[config.mk]
export PLATFORM = sky130hd
export DESIGN_NAME = per_source_request_limiter
export DESIGN_NICKNAME = d
export VERILOG_FILES = /design/src/prl_pkg.sv /design/src/prl_ram.sv /design/src/prl_scan.sv /design/src/per_source_request_limiter.sv
export SDC_FILE = /design/constraint.sdc
export NUM_CORES = 1
export LEC_CHECK = 0
export ABC_AREA = 1
export BUFFER_PORTS_ARGS = -buffer_cell sky130_fd_sc_hd__buf_2
export CORE_ASPECT_RATIO = 0.7
export CORE_MARGIN = 5
export CORE_UTILIZATION = 45
export CTS_CLUSTER_SIZE = 24
export DETAILED_ROUTE_END_ITERATION = 8
export GPL_ROUTABILITY_DRIVEN = 0
export SLEW_MARGIN = 40
export SYNTH_ARGS = -nofsm -noshare
export SYNTH_HDL_FRONTEND = slang
export SYNTH_SLANG_ARGS = --single-unit
[constraint.sdc]
create_clock -name clk -period 6.1 [get_ports clk]
set_input_delay 0.305 -clock clk [delete_from_list [all_inputs] [get_ports clk]]
set_output_delay 0.305 -clock clk [all_outputs]
set_load 0.01 [all_outputs]
[src/prl_pkg.sv]
// Package: constants and types shared by the request limiter modules.
`default_nettype none
package prl_pkg;

    localparam int TABLE_ENTRIES = 16;
    localparam int IDX_W         = $clog2(TABLE_ENTRIES);
    localparam int FILL_W        = $clog2(TABLE_ENTRIES + 1);
    localparam int ADDR_W        = 32;
    localparam int CNT_W         = 16;
    localparam logic [CNT_W-1:0] MAX_REQ_RESET = 16'd3;

    typedef struct packed {
        logic [ADDR_W-1:0] src;
        logic [CNT_W-1:0]  count;
    } entry_t;

    typedef enum logic {
        ST_IDLE,
        ST_SCAN
    } scan_state_t;

    typedef struct packed {
        logic valid;
        logic allowed;
        logic was_known;
    } result_t;

endpackage
`default_nettype wire

[src/prl_ram.sv]
// Generic simple dual-port RAM with one write port and a registered read port.
`default_nettype none
module prl_ram #(
    parameter int WIDTH = 8,
    parameter int DEPTH = 16
) (
    input  wire logic                     clk,
    input  wire logic                     we,
    input  wire logic [$clog2(DEPTH)-1:0] waddr,
    input  wire logic [WIDTH-1:0]         wdata,
    input  wire logic                     re,
    input  wire logic [$clog2(DEPTH)-1:0] raddr,
    output      logic [WIDTH-1:0]         rdata
);

    logic [WIDTH-1:0] mem [DEPTH];

    always_ff @(posedge clk)
    begin
        if (we)
        begin
            mem[waddr] <= wdata;
        end
        if (re)
        begin
            rdata <= mem[raddr];
        end
    end

endmodule
`default_nettype wire

[src/prl_scan.sv]
// Table search sequencer: pipelined scan of the source table and read-modify-write update.
`default_nettype none
module prl_scan (
    input  wire logic                         clk,
    input  wire logic                         rst_n,
    input  wire logic                         start,
    input  wire logic [prl_pkg::ADDR_W-1:0]   source_address,
    input  wire logic [prl_pkg::CNT_W-1:0]    max_requests,
    output      logic                         busy,
    output      prl_pkg::result_t             result
);
    import prl_pkg::*;

    scan_state_t       state_reg, state_next;
    logic [ADDR_W-1:0] src_reg, src_next;
    logic [FILL_W-1:0] rd_idx_reg, rd_idx_next;
    logic [IDX_W-1:0]  cmp_idx_reg, cmp_idx_next;
    logic              cmp_vld_reg, cmp_vld_next;
    logic [FILL_W-1:0] fill_reg, fill_next;
    logic [IDX_W-1:0]  ptr_reg, ptr_next;

    logic              rd_en;
    logic              hit;
    logic              miss_done;
    logic              table_full;
    logic [IDX_W-1:0]  miss_slot;
    logic              ram_we;
    logic [IDX_W-1:0]  ram_waddr;
    entry_t            ram_wdata;
    entry_t            ram_rdata;

    prl_ram #(
        .WIDTH ($bits(entry_t)),
        .DEPTH (TABLE_ENTRIES)
    ) u_table (
        .clk   (clk),
        .we    (ram_we),
        .waddr (ram_waddr),
        .wdata (ram_wdata),
        .re    (rd_en),
        .raddr (rd_idx_reg[IDX_W-1:0]),
        .rdata (ram_rdata)
    );

    assign table_full = (fill_reg == FILL_W'(TABLE_ENTRIES));
    assign miss_slot  = table_full ? ptr_reg : fill_reg[IDX_W-1:0];
    assign rd_en      = (state_reg == ST_SCAN) && (rd_idx_reg < fill_reg);
    assign hit        = (state_reg == ST_SCAN) && cmp_vld_reg && (ram_rdata.src == src_reg);
    // Miss once the last valid entry has been compared and nothing is still in flight
    assign miss_done  = (state_reg == ST_SCAN) && !hit && !rd_en;

    always_comb
    begin
        state_next = state_reg;
        case (state_reg)
            ST_IDLE:
            begin
                if (start)
                begin
                    state_next = ST_SCAN;
                end
            end
            ST_SCAN:
            begin
                if (hit || miss_done)
                begin
                    state_next = ST_IDLE;
                end
            end
            default:
            begin
                state_next = ST_IDLE;
            end
        endcase
    end

    always_comb
    begin
        busy         = (state_reg != ST_IDLE);
        src_next     = src_reg;
        rd_idx_next  = rd_idx_reg;
        cmp_idx_next = rd_idx_reg[IDX_W-1:0];
        cmp_vld_next = rd_en;
        fill_next    = fill_reg;
        ptr_next     = ptr_reg;
        ram_we       = 1'b0;
        ram_waddr    = miss_slot;
        ram_wdata    = '{src: src_reg, count: CNT_W'(1)};
        result       = '{valid: 1'b0, allowed: 1'b0, was_known: 1'b0};
        case (state_reg)
            ST_IDLE:
            begin
                cmp_vld_next = 1'b0;
                if (start)
                begin
                    src_next    = source_address;
                    rd_idx_next = '0;
                end
            end
            ST_SCAN:
            begin
                if (rd_en)
                begin
                    rd_idx_next = rd_idx_reg + FILL_W'(1);
                end
                if (hit)
                begin
                    result.valid     = 1'b1;
                    result.was_known = 1'b1;
                    ram_waddr        = cmp_idx_reg;
                    ram_wdata        = '{src: src_reg, count: ram_rdata.count + CNT_W'(1)};
                    // Refuse at or above the limit, otherwise count this transfer
                    if (ram_rdata.count >= max_requests)
                    begin
                        result.allowed = 1'b0;
                    end
                    else
                    begin
                        result.allowed = 1'b1;
                        ram_we         = 1'b1;
                    end
                end
                else if (miss_done)
                begin
                    result.valid     = 1'b1;
                    result.allowed   = 1'b1;
                    result.was_known = 1'b0;
                    ram_we           = 1'b1;
                    if (table_full)
                    begin
                        ptr_next = (ptr_reg == IDX_W'(TABLE_ENTRIES - 1)) ?
                                   '0 : ptr_reg + IDX_W'(1);
                    end
                    else
                    begin
                        fill_next = fill_reg + FILL_W'(1);
                    end
                end
            end
            default:
            begin
                cmp_vld_next = 1'b0;
            end
        endcase
    end

    always_ff @(posedge clk or negedge rst_n)
    begin
        if (!rst_n)
        begin
            state_reg   <= ST_IDLE;
            cmp_vld_reg <= 1'b0;
            fill_reg    <= '0;
            ptr_reg     <= '0;
        end
        else
        begin
            state_reg   <= state_next;
            cmp_vld_reg <= cmp_vld_next;
            fill_reg    <= fill_next;
            ptr_reg     <= ptr_next;
        end
    end

    always_ff @(posedge clk)
    begin
        src_reg     <= src_next;
        rd_idx_reg  <= rd_idx_next;
        cmp_idx_reg <= cmp_idx_next;
    end

    a_fill_bound: assert property (@(posedge clk) disable iff (!rst_n)
        fill_reg <= FILL_W'(TABLE_ENTRIES))
        else $error("fill level beyond table size");

    a_write_in_scan: assert property (@(posedge clk) disable iff (!rst_n)
        ram_we |-> (state_reg == ST_SCAN) && result.valid)
        else $error("table written outside a result cycle");

    a_result_ends_item: assert property (@(posedge clk) disable iff (!rst_n)
        result.valid |=> (state_reg == ST_IDLE))
        else $error("scan continued after result");

    a_ptr_only_full: assert property (@(posedge clk) disable iff (!rst_n)
        (ptr_reg != ptr_next) |-> table_full)
        else $error("replace pointer moved while table not full");

    a_read_below_fill: assert property (@(posedge clk) disable iff (!rst_n)
        cmp_vld_reg |-> ({1'b0, cmp_idx_reg} < fill_reg))
        else $error("compare of an unwritten entry");

endmodule
`default_nettype wire

[src/per_source_request_limiter.sv]
// Top level of the per-source request limiter: limit register, scan sequencer, result register.
// On a miss every valid entry is read and compared; on a hit the scan stops at the matching entry;
// one table entry is read per cycle from a single RAM read port.
// Requests are not overlapped: start is ignored while busy; busy falls as the result is strobed.
// Results are strobed for one cycle and cannot be stalled.
// Reset: table empty, replace pointer zero, max_requests back to 3; table RAM is not cleared.
`default_nettype none
module per_source_request_limiter (
    input  wire logic                         clk,
    input  wire logic                         rst_n,
    input  wire logic                         start,
    output      logic                         busy,
    input  wire logic [prl_pkg::ADDR_W-1:0]   source_address,
    input  wire logic                         max_requests_we,
    input  wire logic [prl_pkg::CNT_W-1:0]    max_requests,
    output      logic                         result_valid,
    output      logic                         allowed,
    output      logic                         was_known
);
    import prl_pkg::*;

    logic [CNT_W-1:0] max_req_reg, max_req_next;
    result_t          res_reg;
    result_t          scan_res;

    prl_scan u_scan (
        .clk            (clk),
        .rst_n          (rst_n),
        .start          (start),
        .source_address (source_address),
        .max_requests   (max_req_reg),
        .busy           (busy),
        .result         (scan_res)
    );

    assign max_req_next = max_requests_we ? max_requests : max_req_reg;

    always_ff @(posedge clk or negedge rst_n)
    begin
        if (!rst_n)
        begin
            max_req_reg <= MAX_REQ_RESET;
            res_reg     <= '0;
        end
        else
        begin
            max_req_reg <= max_req_next;
            res_reg     <= scan_res;
        end
    end

    assign result_valid = res_reg.valid;
    assign allowed      = res_reg.allowed;
    assign was_known    = res_reg.was_known;

endmodule
`default_nettype wire
==> impl_metrics.py, run 1 <==
metrics = {
    "power": {
        "power_density_mw_per_mm2": 463,
        "combPwrFrac": 0.295,
        "ir_worst_vdd_v": 0.000449,
        "leakagePower_nw": 14.0,
        "p_sw_mw": 6.65,
        "p_sw_frac": 0.349,
        "sequentialPowerShare": 0.432,
        "intPower_mw": 12.4,
        "pwr-share-clk": 0.273,
    },
    "synthesis": {
        "synth-compound-area-share": 0.0841,
        "synth-simple-area-share": 0.111,
        "ys_seq_elements": 887,
        "synthCells": 2730,
        "yosys.area_share.adder": 0.00872,
        "netlist_area_mm2": 0.0359,
        "synth_top_family_by_area": "simple AND/OR/NAND/NOR gates",
        "ys_warn_count": 0,
        "synth_mux_area_frac": 0.0232,
        "ys_seq_area_frac": 0.737,
        "async_reset_ff_frac": 0.0338,
        "synth_fp_nets": 2807,
        "yosysUniqueCellTypes": 41,
        "synth_area_per_cell_um2": 13.1,
        "ys.flop_type": "edfxtp_1",
        "synthXorXnorAreaFrac": 0.00317,
        "synth_edf_count": 853,
    },
    "clocking": {
        "clk_pin_slew_ns": 0.06,
        "cts_sinks": 887,
        "clk_latency_ns": 0.65,
        "cts_tree": "built",
        "cts_buffers": 84,
        "cts_buffer_depth": 3,
        "cts_max_level": 3,
        "cts_root_buffer": "clkbuf_16",
    },
    "job": {
        "drv_cap": 0,
    },
    "grt": {
        "grt_pass1_wl_um": 135000,
        "globalRouteOverflowTotal": 0,
        "met1_usage": 0.326,
        "grt_use_met2": 0.307,
        "top_usage_layer": "met1",
        "grt.met3_usage": 0.0284,
        "antenna_found_initial": 0,
        "grt_max_degree": 167,
        "grt_usage": 0.207,
        "grt_pass1_vias": 21400,
    },
    "timing": {
        "finalClockSkew_ns": 0.0356,
        "max_freq_mhz": 241,
        "finalCriticalPeriod_ns": 4.16,
        "setup-tns-final_ns": 0,
        "fin_crit_sh": 0.682,
        "tightest_slew_ns": 0.858,
        "slew_viol_final": 0,
        "relSlewSlack": 0.427,
        "setup_viol": 0,
        "rsz0062_at_grt": "false",
        "finalHoldViolCount": 0,
    },
    "routing": {
        "routed_wl_um": 89700,
        "drt_pass1_iterations": 6,
        "first_iter_violations": 2344,
        "num_vias": 22500,
        "wire_per_inst_um": 22.7,
        "viasPerCell": 5.70,
        "antenna_left": 0,
        "route.detailed.drc": 0,
    },
    "critical_path": {
        "critical_path_required_ns": 6.39,
        "max_stage_delay_ns": 0.68,
        "criticalPathCategory": "flop to flop",
        "cp-end-kind": "flop",
        "path_cells": "xnor2_1, nand3b_1, nor2_4, nand3_2, nand2_1, nand2_2, nor2_1, nand2_1, nor2_4, buf_12",
        "cp-start-kind": "flop",
        "crit_path_max_fanout": 33,
        "worstPathArrival_ns": 4.45,
        "cp_slowest_cell": "nor2_4",
    },
    "layout": {
        "largest_reg_flops": 768,
        "register_area_mm2": 0.0264,
        "num_antenna_cells": 0,
        "mostFrequentLayoutCells": "853 x edfxtp_1, 479 x nor2_1, 323 x nand2_1",
        "fillers": 6497,
        "drive_above_1_share": 0.0993,
        "area_delta_synth_final_pct": 14.9,
        "multiInputGateArea_mm2": 0.00847,
        "final_nets": 2906,
        "final_common_cell": "edfxtp_1",
        "fin_util": 0.523,
    },
    "die": {
        "fp.dieH_um": 246,
        "die-area_mm2": 0.0856,
        "ios": 56,
        "start_util": 0.455,
        "core_mm2": 0.0789,
        "std_cell_rows": 86,
        "die_w_um": 348,
    },
    "place": {
        "dp_hpwl_um": 50000,
        "io_buffers": 55,
    },
    "run_status": {
        "status": "complete, no violations",
    },
    "min_path": {
        "min_path_type": "primary input to flop",
    },
}
kinds of logic after synthesis:
| kind of cell | count (synthesis) |
|---|---|
| mux | 83 |
| compound gates | 450 |
| simple gates | 986 |
| fa+ha+maj | 25 |
| buf+inv | 286 |
| xor+xnor | 13 |
| flops | 887 |
per-stage QoR:
stage / hold WS [ns] / total power, mW / setup WS [ns] / cell area, um2 / std cells
floorplan: 0.00941 / 11.9 / 1.23 / 35900 / 2730
global placement: 0.389 / 13.7 / 2.00 / 37500 / 3730
detailed placement: 0.405 / 13.9 / 1.99 / 38000 / 3750
CTS: 0.0723 / 19.2 / 1.96 / 41200 / 3955
global route: 0.130 / 20.1 / 1.68 / 41200 / 3955
finish: 0.112 / 19.1 / 1.94 / 41200 / 3955
path summary, 6_finish.rpt:
| path | cells after the start | endpoint | startpoint | slack (ns) |
|---|---|---|---|---|
| max reg2reg | 10 | u_scan.u_table.mem[12][26] | u_scan.src_reg[16] | 1.94 |
| max in group asynchronous | 2 | u_scan.fill_reg[4] | rst_n | 5.35 |
| min | 3 | max_req_reg[1] | max_requests_we | 0.11 |
| max | 10 | u_scan.u_table.mem[12][26] | u_scan.src_reg[16] | 1.94 |
| min reg2reg | 0 | u_scan.cmp_idx_reg[3] | u_scan.rd_idx_reg[3] | 0.49 |
| min in group asynchronous | 2 | max_req_reg[13] | rst_n | 0.27 |
power by group through the flow:
stage	Clock (mW)	Sequential [mW]	Combinational, mW
4_1_cts	5.30	8.24	5.62
3_3_place_gp	0	8.35	5.31
6_report	5.21	8.25	5.62
2_1_floorplan	0	8.17	3.73
3_5_place_dp	0	8.36	5.58
5_1_grt	5.57	8.32	6.18
critical path, delay by kind of cell, from the launching register on:
| kind | cells | cell delay (ns) |
|---|---|---|
| flops | 1 | 0.61 |
| xor+xnor | 1 | 0.57 |
| simple gates | 8 | 2.21 |
| buf+inv | 1 | 0.36 |
cell usage after synthesis (all sizes together), types with 2 or more instances:
library cell	count	area (um2)
a21oi	17	85.1
a31oi	2	12.5
and2	2	12.5
buf	45	259
clkbuf	106	398
clkinv	3	11.3
dfrtp	28	701
dfstp	2	52.6
dfxtp	4	80.1
edfxtp	853	25600
ha	25	313
inv	132	495
mux2i	82	821
nand2	328	1240
nand3	121	621
nand4	14	87.6
nor2	507	1940
nor3	4	20.0
nor3b	5	37.5
nor4	2	12.5
o211ai	14	105
o21ai	222	1110
o221ai	82	718
o32ai	110	963
or2	2	12.5
xnor2	6	52.6
xor2	7	61.3
layout make-up:
cell class,count,share of cell area
Sequential cell,887,0.641
Tap cell,1056,0.0320
Clock buffer,107,0.0556
Timing Repair Buffer,164,0.0420
Multi-Input combinational cell,1557,0.205
Inverter,135,0.0126
Clock inverter,49,0.0109
routing by layer:
metal  up-vias  part of all wire
li1      10200                 -
met1     11400              0.47
met2       828              0.44
met3       132             0.071
met4         0             0.018
met5         -                 0
repair_timing:
item                                   in CTS  in global routing
endpoints found under the hold margin      76                  0
resized for setup                           0                  0
buffers inserted                            0                  0
hold buffers                               49                  0
Power figures use the tool's default switching activity.
==> inputs of run 2 (changes only) <==
==> constraint.sdc (replaced) <==
create_clock -name clk -period 4.2 [get_ports clk]
set_input_delay 0.21 -clock clk [delete_from_list [all_inputs] [get_ports clk]]
set_output_delay 0.21 -clock clk [all_outputs]
set_load 0.01 [all_outputs]
==> run 2 against run 1 <==
Against the previous run: clock skew is 0.015 ns lower; register-to-register slack lost 1.3 ns; maximum frequency is 16% higher; wire length rose by 5.4%; sequential cell count did not move; power rose by 46%; final cell count is 0.76% higher; non-clock buffer count increased by 31; core utilization hardly changed; sequential share of layout area about the same; clock power is 45% higher; first-iteration DRC count increased by 20%; largest cell class unchanged.
==> impl_metrics.py, run 2 (synthesis results as in run 1) <==
metrics = {
    "layout": {
        "mostFrequentLayoutCells": "853 x edfxtp_1, 482 x nor2_1, 323 x nand2_1",
        "finish.instance_area_mm2": 0.0412,
        "num_antenna_cells": 0,
        "final_nets": 2937,
        "largest_reg_flops": 768,
        "fin_util": 0.523,
        "area_delta_synth_final_pct": 14.9,
        "final_common_cell": "edfxtp_1",
        "drive_above_1_share": 0.103,
        "instances_no_fill": 3985,
    },
    "timing": {
        "setup_viol": 0,
        "setup-tns-final_ns": 0,
        "tightest_slew_ns": 0.938,
        "setup_ws_ns": 0.601,
        "slew_viol_final": 0,
        "relSlewSlack": 0.375,
        "fin_crit_sh": 0.857,
        "rsz0062_at_grt": "false",
        "finalHoldViolCount": 0,
        "finalClockSkew_ns": 0.0206,
        "finalCriticalPeriod_ns": 3.60,
        "max_freq_mhz": 278,
        "hold_ws_ns": 0.0342,
    },
    "die": {
        "std_cell_rows": 86,
        "core_mm2": 0.0789,
        "start_util": 0.455,
        "fp.dieH_um": 246,
        "die_w_um": 348,
        "ios": 56,
        "die-area_mm2": 0.0856,
    },
    "power": {
        "power_density_mw_per_mm2": 676,
        "ir_worst_vdd_v": 0.000454,
        "leakagePower_nw": 14.1,
        "power_mw": 27.9,
    },
    "grt": {
        "grt_use_met2": 0.324,
        "top_usage_layer": "met1",
        "grt_max_degree": 198,
        "grt_pass1_vias": 21900,
        "globalRouteOverflowTotal": 0,
        "grt_pass1_wl_um": 141000,
        "antenna_found_initial": 2,
        "grt_usage": 0.217,
        "met1_usage": 0.337,
        "grt.met3_usage": 0.0358,
    },
    "routing": {
        "viasPerCell": 5.73,
        "route.detailed.drc": 0,
        "num_vias": 22800,
        "routed_wl_um": 94500,
        "first_iter_violations": 2817,
        "wire_per_inst_um": 23.7,
        "drt_pass1_iterations": 6,
        "antenna_left": 0,
    },
    "min_path": {
        "hold_depth": 3,
        "min_path_type": "primary input to flop",
    },
    "clocking": {
        "hold_buffers": 51,
        "cts_root_buffer": "clkbuf_16",
        "cts_tree": "built",
        "cts_buffer_depth": 3,
        "cts_sinks": 887,
        "cts_resized": 0,
        "cts_max_level": 3,
        "postCtsSetupRepairBufs": 0,
        "clk_pin_slew_ns": 0.07,
        "cts_buffers": 84,
        "clk_latency_ns": 0.64,
    },
    "run_status": {
        "status": "complete, no violations",
    },
    "critical_path": {
        "crit_path_max_fanout": 48,
        "worstPathArrival_ns": 3.88,
        "ff2ff_path_depth": 10,
        "cp-end-kind": "flop",
        "ff2ff_setup_slack_ns": 0.60,
        "critical_path_required_ns": 4.48,
        "cp-start-kind": "flop",
        "criticalPathCategory": "flop to flop",
    },
    "place": {
        "dp_hpwl_um": 50900,
        "place_ws_ns": 0.699,
        "io_buffers": 55,
        "postPlaceCellArea_mm2": 0.0380,
        "numPlacedInstances": 3778,
    },
    "job": {
        "drv_cap": 0,
    },
}
-- run 2: path summary, 6_finish.rpt --
path / from / endpoint
hold reg to reg: u_scan.rd_idx_reg[3] / u_scan.cmp_idx_reg[3]
max in group asynchronous: rst_n / max_req_reg[1]
min in group asynchronous: rst_n / max_req_reg[14]
hold / removal: start / u_scan.src_reg[24]
setup / recovery: u_scan.src_reg[26] / u_scan.u_table.mem[3][24]
setup reg to reg: u_scan.src_reg[26] / u_scan.u_table.mem[3][24]
-- run 2: critical path, cell delays in order (launching register included) --
cell and delay [ns]:
edfxtp_1 0.61, xnor2_1 0.57, nand3b_1 0.24, nor2_4 0.19
inv_2 0.06, nor2_4 0.39, nand2_1 0.12, nand2_1 0.16
nand2_1 0.27, nor2_4 0.20, buf_12 0.37
-- run 2: cell type report --
type	instances	area (um2)
Tap cell	1056	1320
Clock inverter	48	478
Multi-Input combinational cell	1557	8420
Clock buffer	107	2210
Timing Repair Buffer	195	1840
Sequential cell	887	26400
Fill cell	6582	37600
Inverter	135	514
-- run 2: report_power, final --
part	switching, mW	total [mW]	internal (mW)
registers	0.624	11.8	11.2
clock network	3.25	7.53	4.29
logic	5.95	8.51	2.56
total	9.82	27.9	18.1
-- run 2: layer usage --
metal / vias up / share of wire
li1: 10300 / -
met1: 11500 / 0.46
met2: 974 / 0.44
met3: 106 / 0.082
met4: 2 / 0.016
met5: - / 0.00014
==> inputs of run 3 (changes only) <==
==> constraint.sdc (replaced) <==
create_clock -name clk -period 4.2 [get_ports clk]
set_input_delay 1.05 -clock clk [delete_from_list [all_inputs] [get_ports clk]]
set_output_delay 1.05 -clock clk [all_outputs]
set_load 0.01 [all_outputs]
==> run 3 against run 2 <==
Against the previous run: die area unchanged; maximum frequency down 1.8%; wire length up 0.17%; sequential power about the same; sequential share of layout area up 0.55 points; combinational power down 0.5%; final cell count down 1.2%; critical path depth unchanged; worst setup slack worse by 0.066 ns; power up 1.0%; non-clock buffer count down 50; global-route usage about the same; largest cell class unchanged; highest routed layer is now met4.
==> impl_metrics.py, run 3 (synthesis results as in run 1) <==
metrics = {
    "critical_path": {
        "crit_path_max_fanout": 17,
        "criticalPathCategory": "flop to flop",
        "max_stage_delay_ns": 0.62,
        "ff2ff_path_depth": 10,
        "worstPathArrival_ns": 3.94,
        "ff2ff_setup_slack_ns": 0.53,
        "reg2reg_from": "u_scan.src_reg[26]",
        "cp-start-kind": "flop",
        "timing.rr.end": "u_scan.u_table.mem[10][5]",
        "path_cells": "xnor2_1, nand3b_1, nor2_4, inv_2, nor2_4, nor2_2, nor2_8, nand2_1, nor2_4, buf_4",
        "crit_top_cell": "nor2_4",
        "cp-end-kind": "flop",
        "critical_path_required_ns": 4.48,
        "cp_slowest_cell": "edfxtp_1",
    },
    "timing": {
        "rsz0062_at_grt": "false",
        "setup_ws_ns": 0.534,
        "relSlewSlack": 0.408,
        "finalCriticalPeriod_ns": 3.67,
        "tightest_slew_ns": 0.889,
        "setup_viol": 0,
        "setup-tns-final_ns": 0,
        "max_freq_mhz": 273,
        "slew_viol_final": 0,
        "finalClockSkew_ns": 0.0342,
        "fin_crit_sh": 0.873,
        "finalHoldViolCount": 0,
    },
    "layout": {
        "mostFrequentLayoutCells": "853 x edfxtp_1, 482 x nor2_1, 323 x nand2_1",
        "area_delta_synth_final_pct": 13.9,
        "final_nets": 2888,
        "final_common_cell": "edfxtp_1",
        "drive_above_1_share": 0.109,
        "largest_reg_flops": 768,
        "fin_util": 0.518,
    },
    "routing": {
        "drt_pass1_iterations": 6,
        "route.detailed.drc": 0,
        "num_vias": 22900,
        "routed_wl_um": 94700,
        "antenna_left": 0,
        "wire_per_inst_um": 24.0,
        "first_iter_violations": 2903,
        "viasPerCell": 5.80,
    },
    "clocking": {
        "cts_max_level": 3,
        "cts_buffers": 85,
        "postCtsSetupRepairBufs": 0,
        "cts_root_buffer": "clkbuf_16",
        "cts_buffer_depth": 3,
        "cts_tree": "built",
        "clk_pin_slew_ns": 0.06,
        "cts_resized": 0,
        "hold_buffers": 0,
        "clk_latency_ns": 0.65,
        "cts_sinks": 887,
    },
    "die": {
        "std_cell_rows": 86,
        "ios": 56,
        "fp.dieH_um": 246,
        "core_mm2": 0.0789,
        "start_util": 0.455,
        "die_w_um": 348,
        "die-area_mm2": 0.0856,
    },
    "grt": {
        "antenna_found_initial": 1,
        "grt_pass1_wl_um": 140000,
        "grt_pass1_vias": 21900,
        "grt_max_degree": 198,
        "grt_usage": 0.217,
        "globalRouteOverflowTotal": 0,
    },
    "place": {
        "io_buffers": 55,
        "place_ws_ns": 0.647,
        "dp_hpwl_um": 51100,
    },
    "power": {
        "power_mw": 28.2,
        "leakagePower_nw": 13.9,
        "ir_worst_vdd_v": 0.000491,
        "power_density_mw_per_mm2": 689,
    },
    "min_path": {
        "min_path_type": "primary input to async pin",
    },
    "job": {
        "drv_cap": 0,
    },
    "run_status": {
        "status": "complete, no violations",
    },
}
run 3: changes by cell type in the layout (fill, tap and decap cells not counted), sizes merged:
cell | before | now
inv | 138 | 137
diode | 0 | 1
clkbuf | 107 | 109
bufinv | 9 | 11
buf | 144 | 145
clkinvlp | 1 | 2
clkinv | 35 | 34
dlygate4sd3 | 51 | 0
run 3: how the worst max path moves through the flow:
stage          depth (start not counted)  slack, ns                          to          startpoint
2_1_floorplan                         11      -0.67   u_scan.u_table.mem[10][0]  u_scan.fill_reg[2]
3_3_place_gp                          13       0.68  u_scan.u_table.mem[14][31]  u_scan.src_reg[10]
3_5_place_dp                          13       0.65  u_scan.u_table.mem[14][38]  u_scan.src_reg[10]
4_1_cts                               13       0.58  u_scan.u_table.mem[14][43]  u_scan.src_reg[10]
5_1_grt                               13       0.36   u_scan.u_table.mem[10][5]  u_scan.src_reg[10]
6_report                              10       0.53   u_scan.u_table.mem[10][5]  u_scan.src_reg[26]
run 3: per-layer routing:
layer,routed length (um),track usage,up-vias
met3,8420,0.0398,130
met4,1710,0.0462,0
met2,41900,0.326,1077
met5,0,0,-
li1,-,-,10200
met1,42700,0.334,11500
run 3: cell type report:
type | instances | area (um2)
multi-input cells | 1557 | 8420
fillers | 6492 | 38000
clock inverters | 49 | 547
diodes | 1 | 2.50
clock buffers | 109 | 2290
well taps | 1056 | 1320
repair buffers | 145 | 1340
flip-flops and latches | 887 | 26400
inverters | 135 | 514
run 3: power by group:
group          total, mW  switching [mW]  internal (mW)
logic               8.47            5.94           2.53
clock network       7.86            3.30           4.55
registers           11.8           0.625           11.2
run 3: worst max-delay path: cells and delay by family (launching register included):
family / cells / cell delay (ns)
AND/OR/NAND/NOR: 7 / 1.67
XOR/XNOR: 1 / 0.56
flip-flops: 1 / 0.62
buffers and inverters: 2 / 0.44
run 3: per-stage QoR:
step | hold slack (ns) | area (um2) | cells
floorplan | 0.371 | 35900 | 2730
global placement | 0.486 | 37900 | 3776
detailed placement | 0.468 | 38000 | 3779
CTS | 0.482 | 40800 | 3937
global route | 0.376 | 40900 | 3938
finish | 0.364 | 40900 | 3939
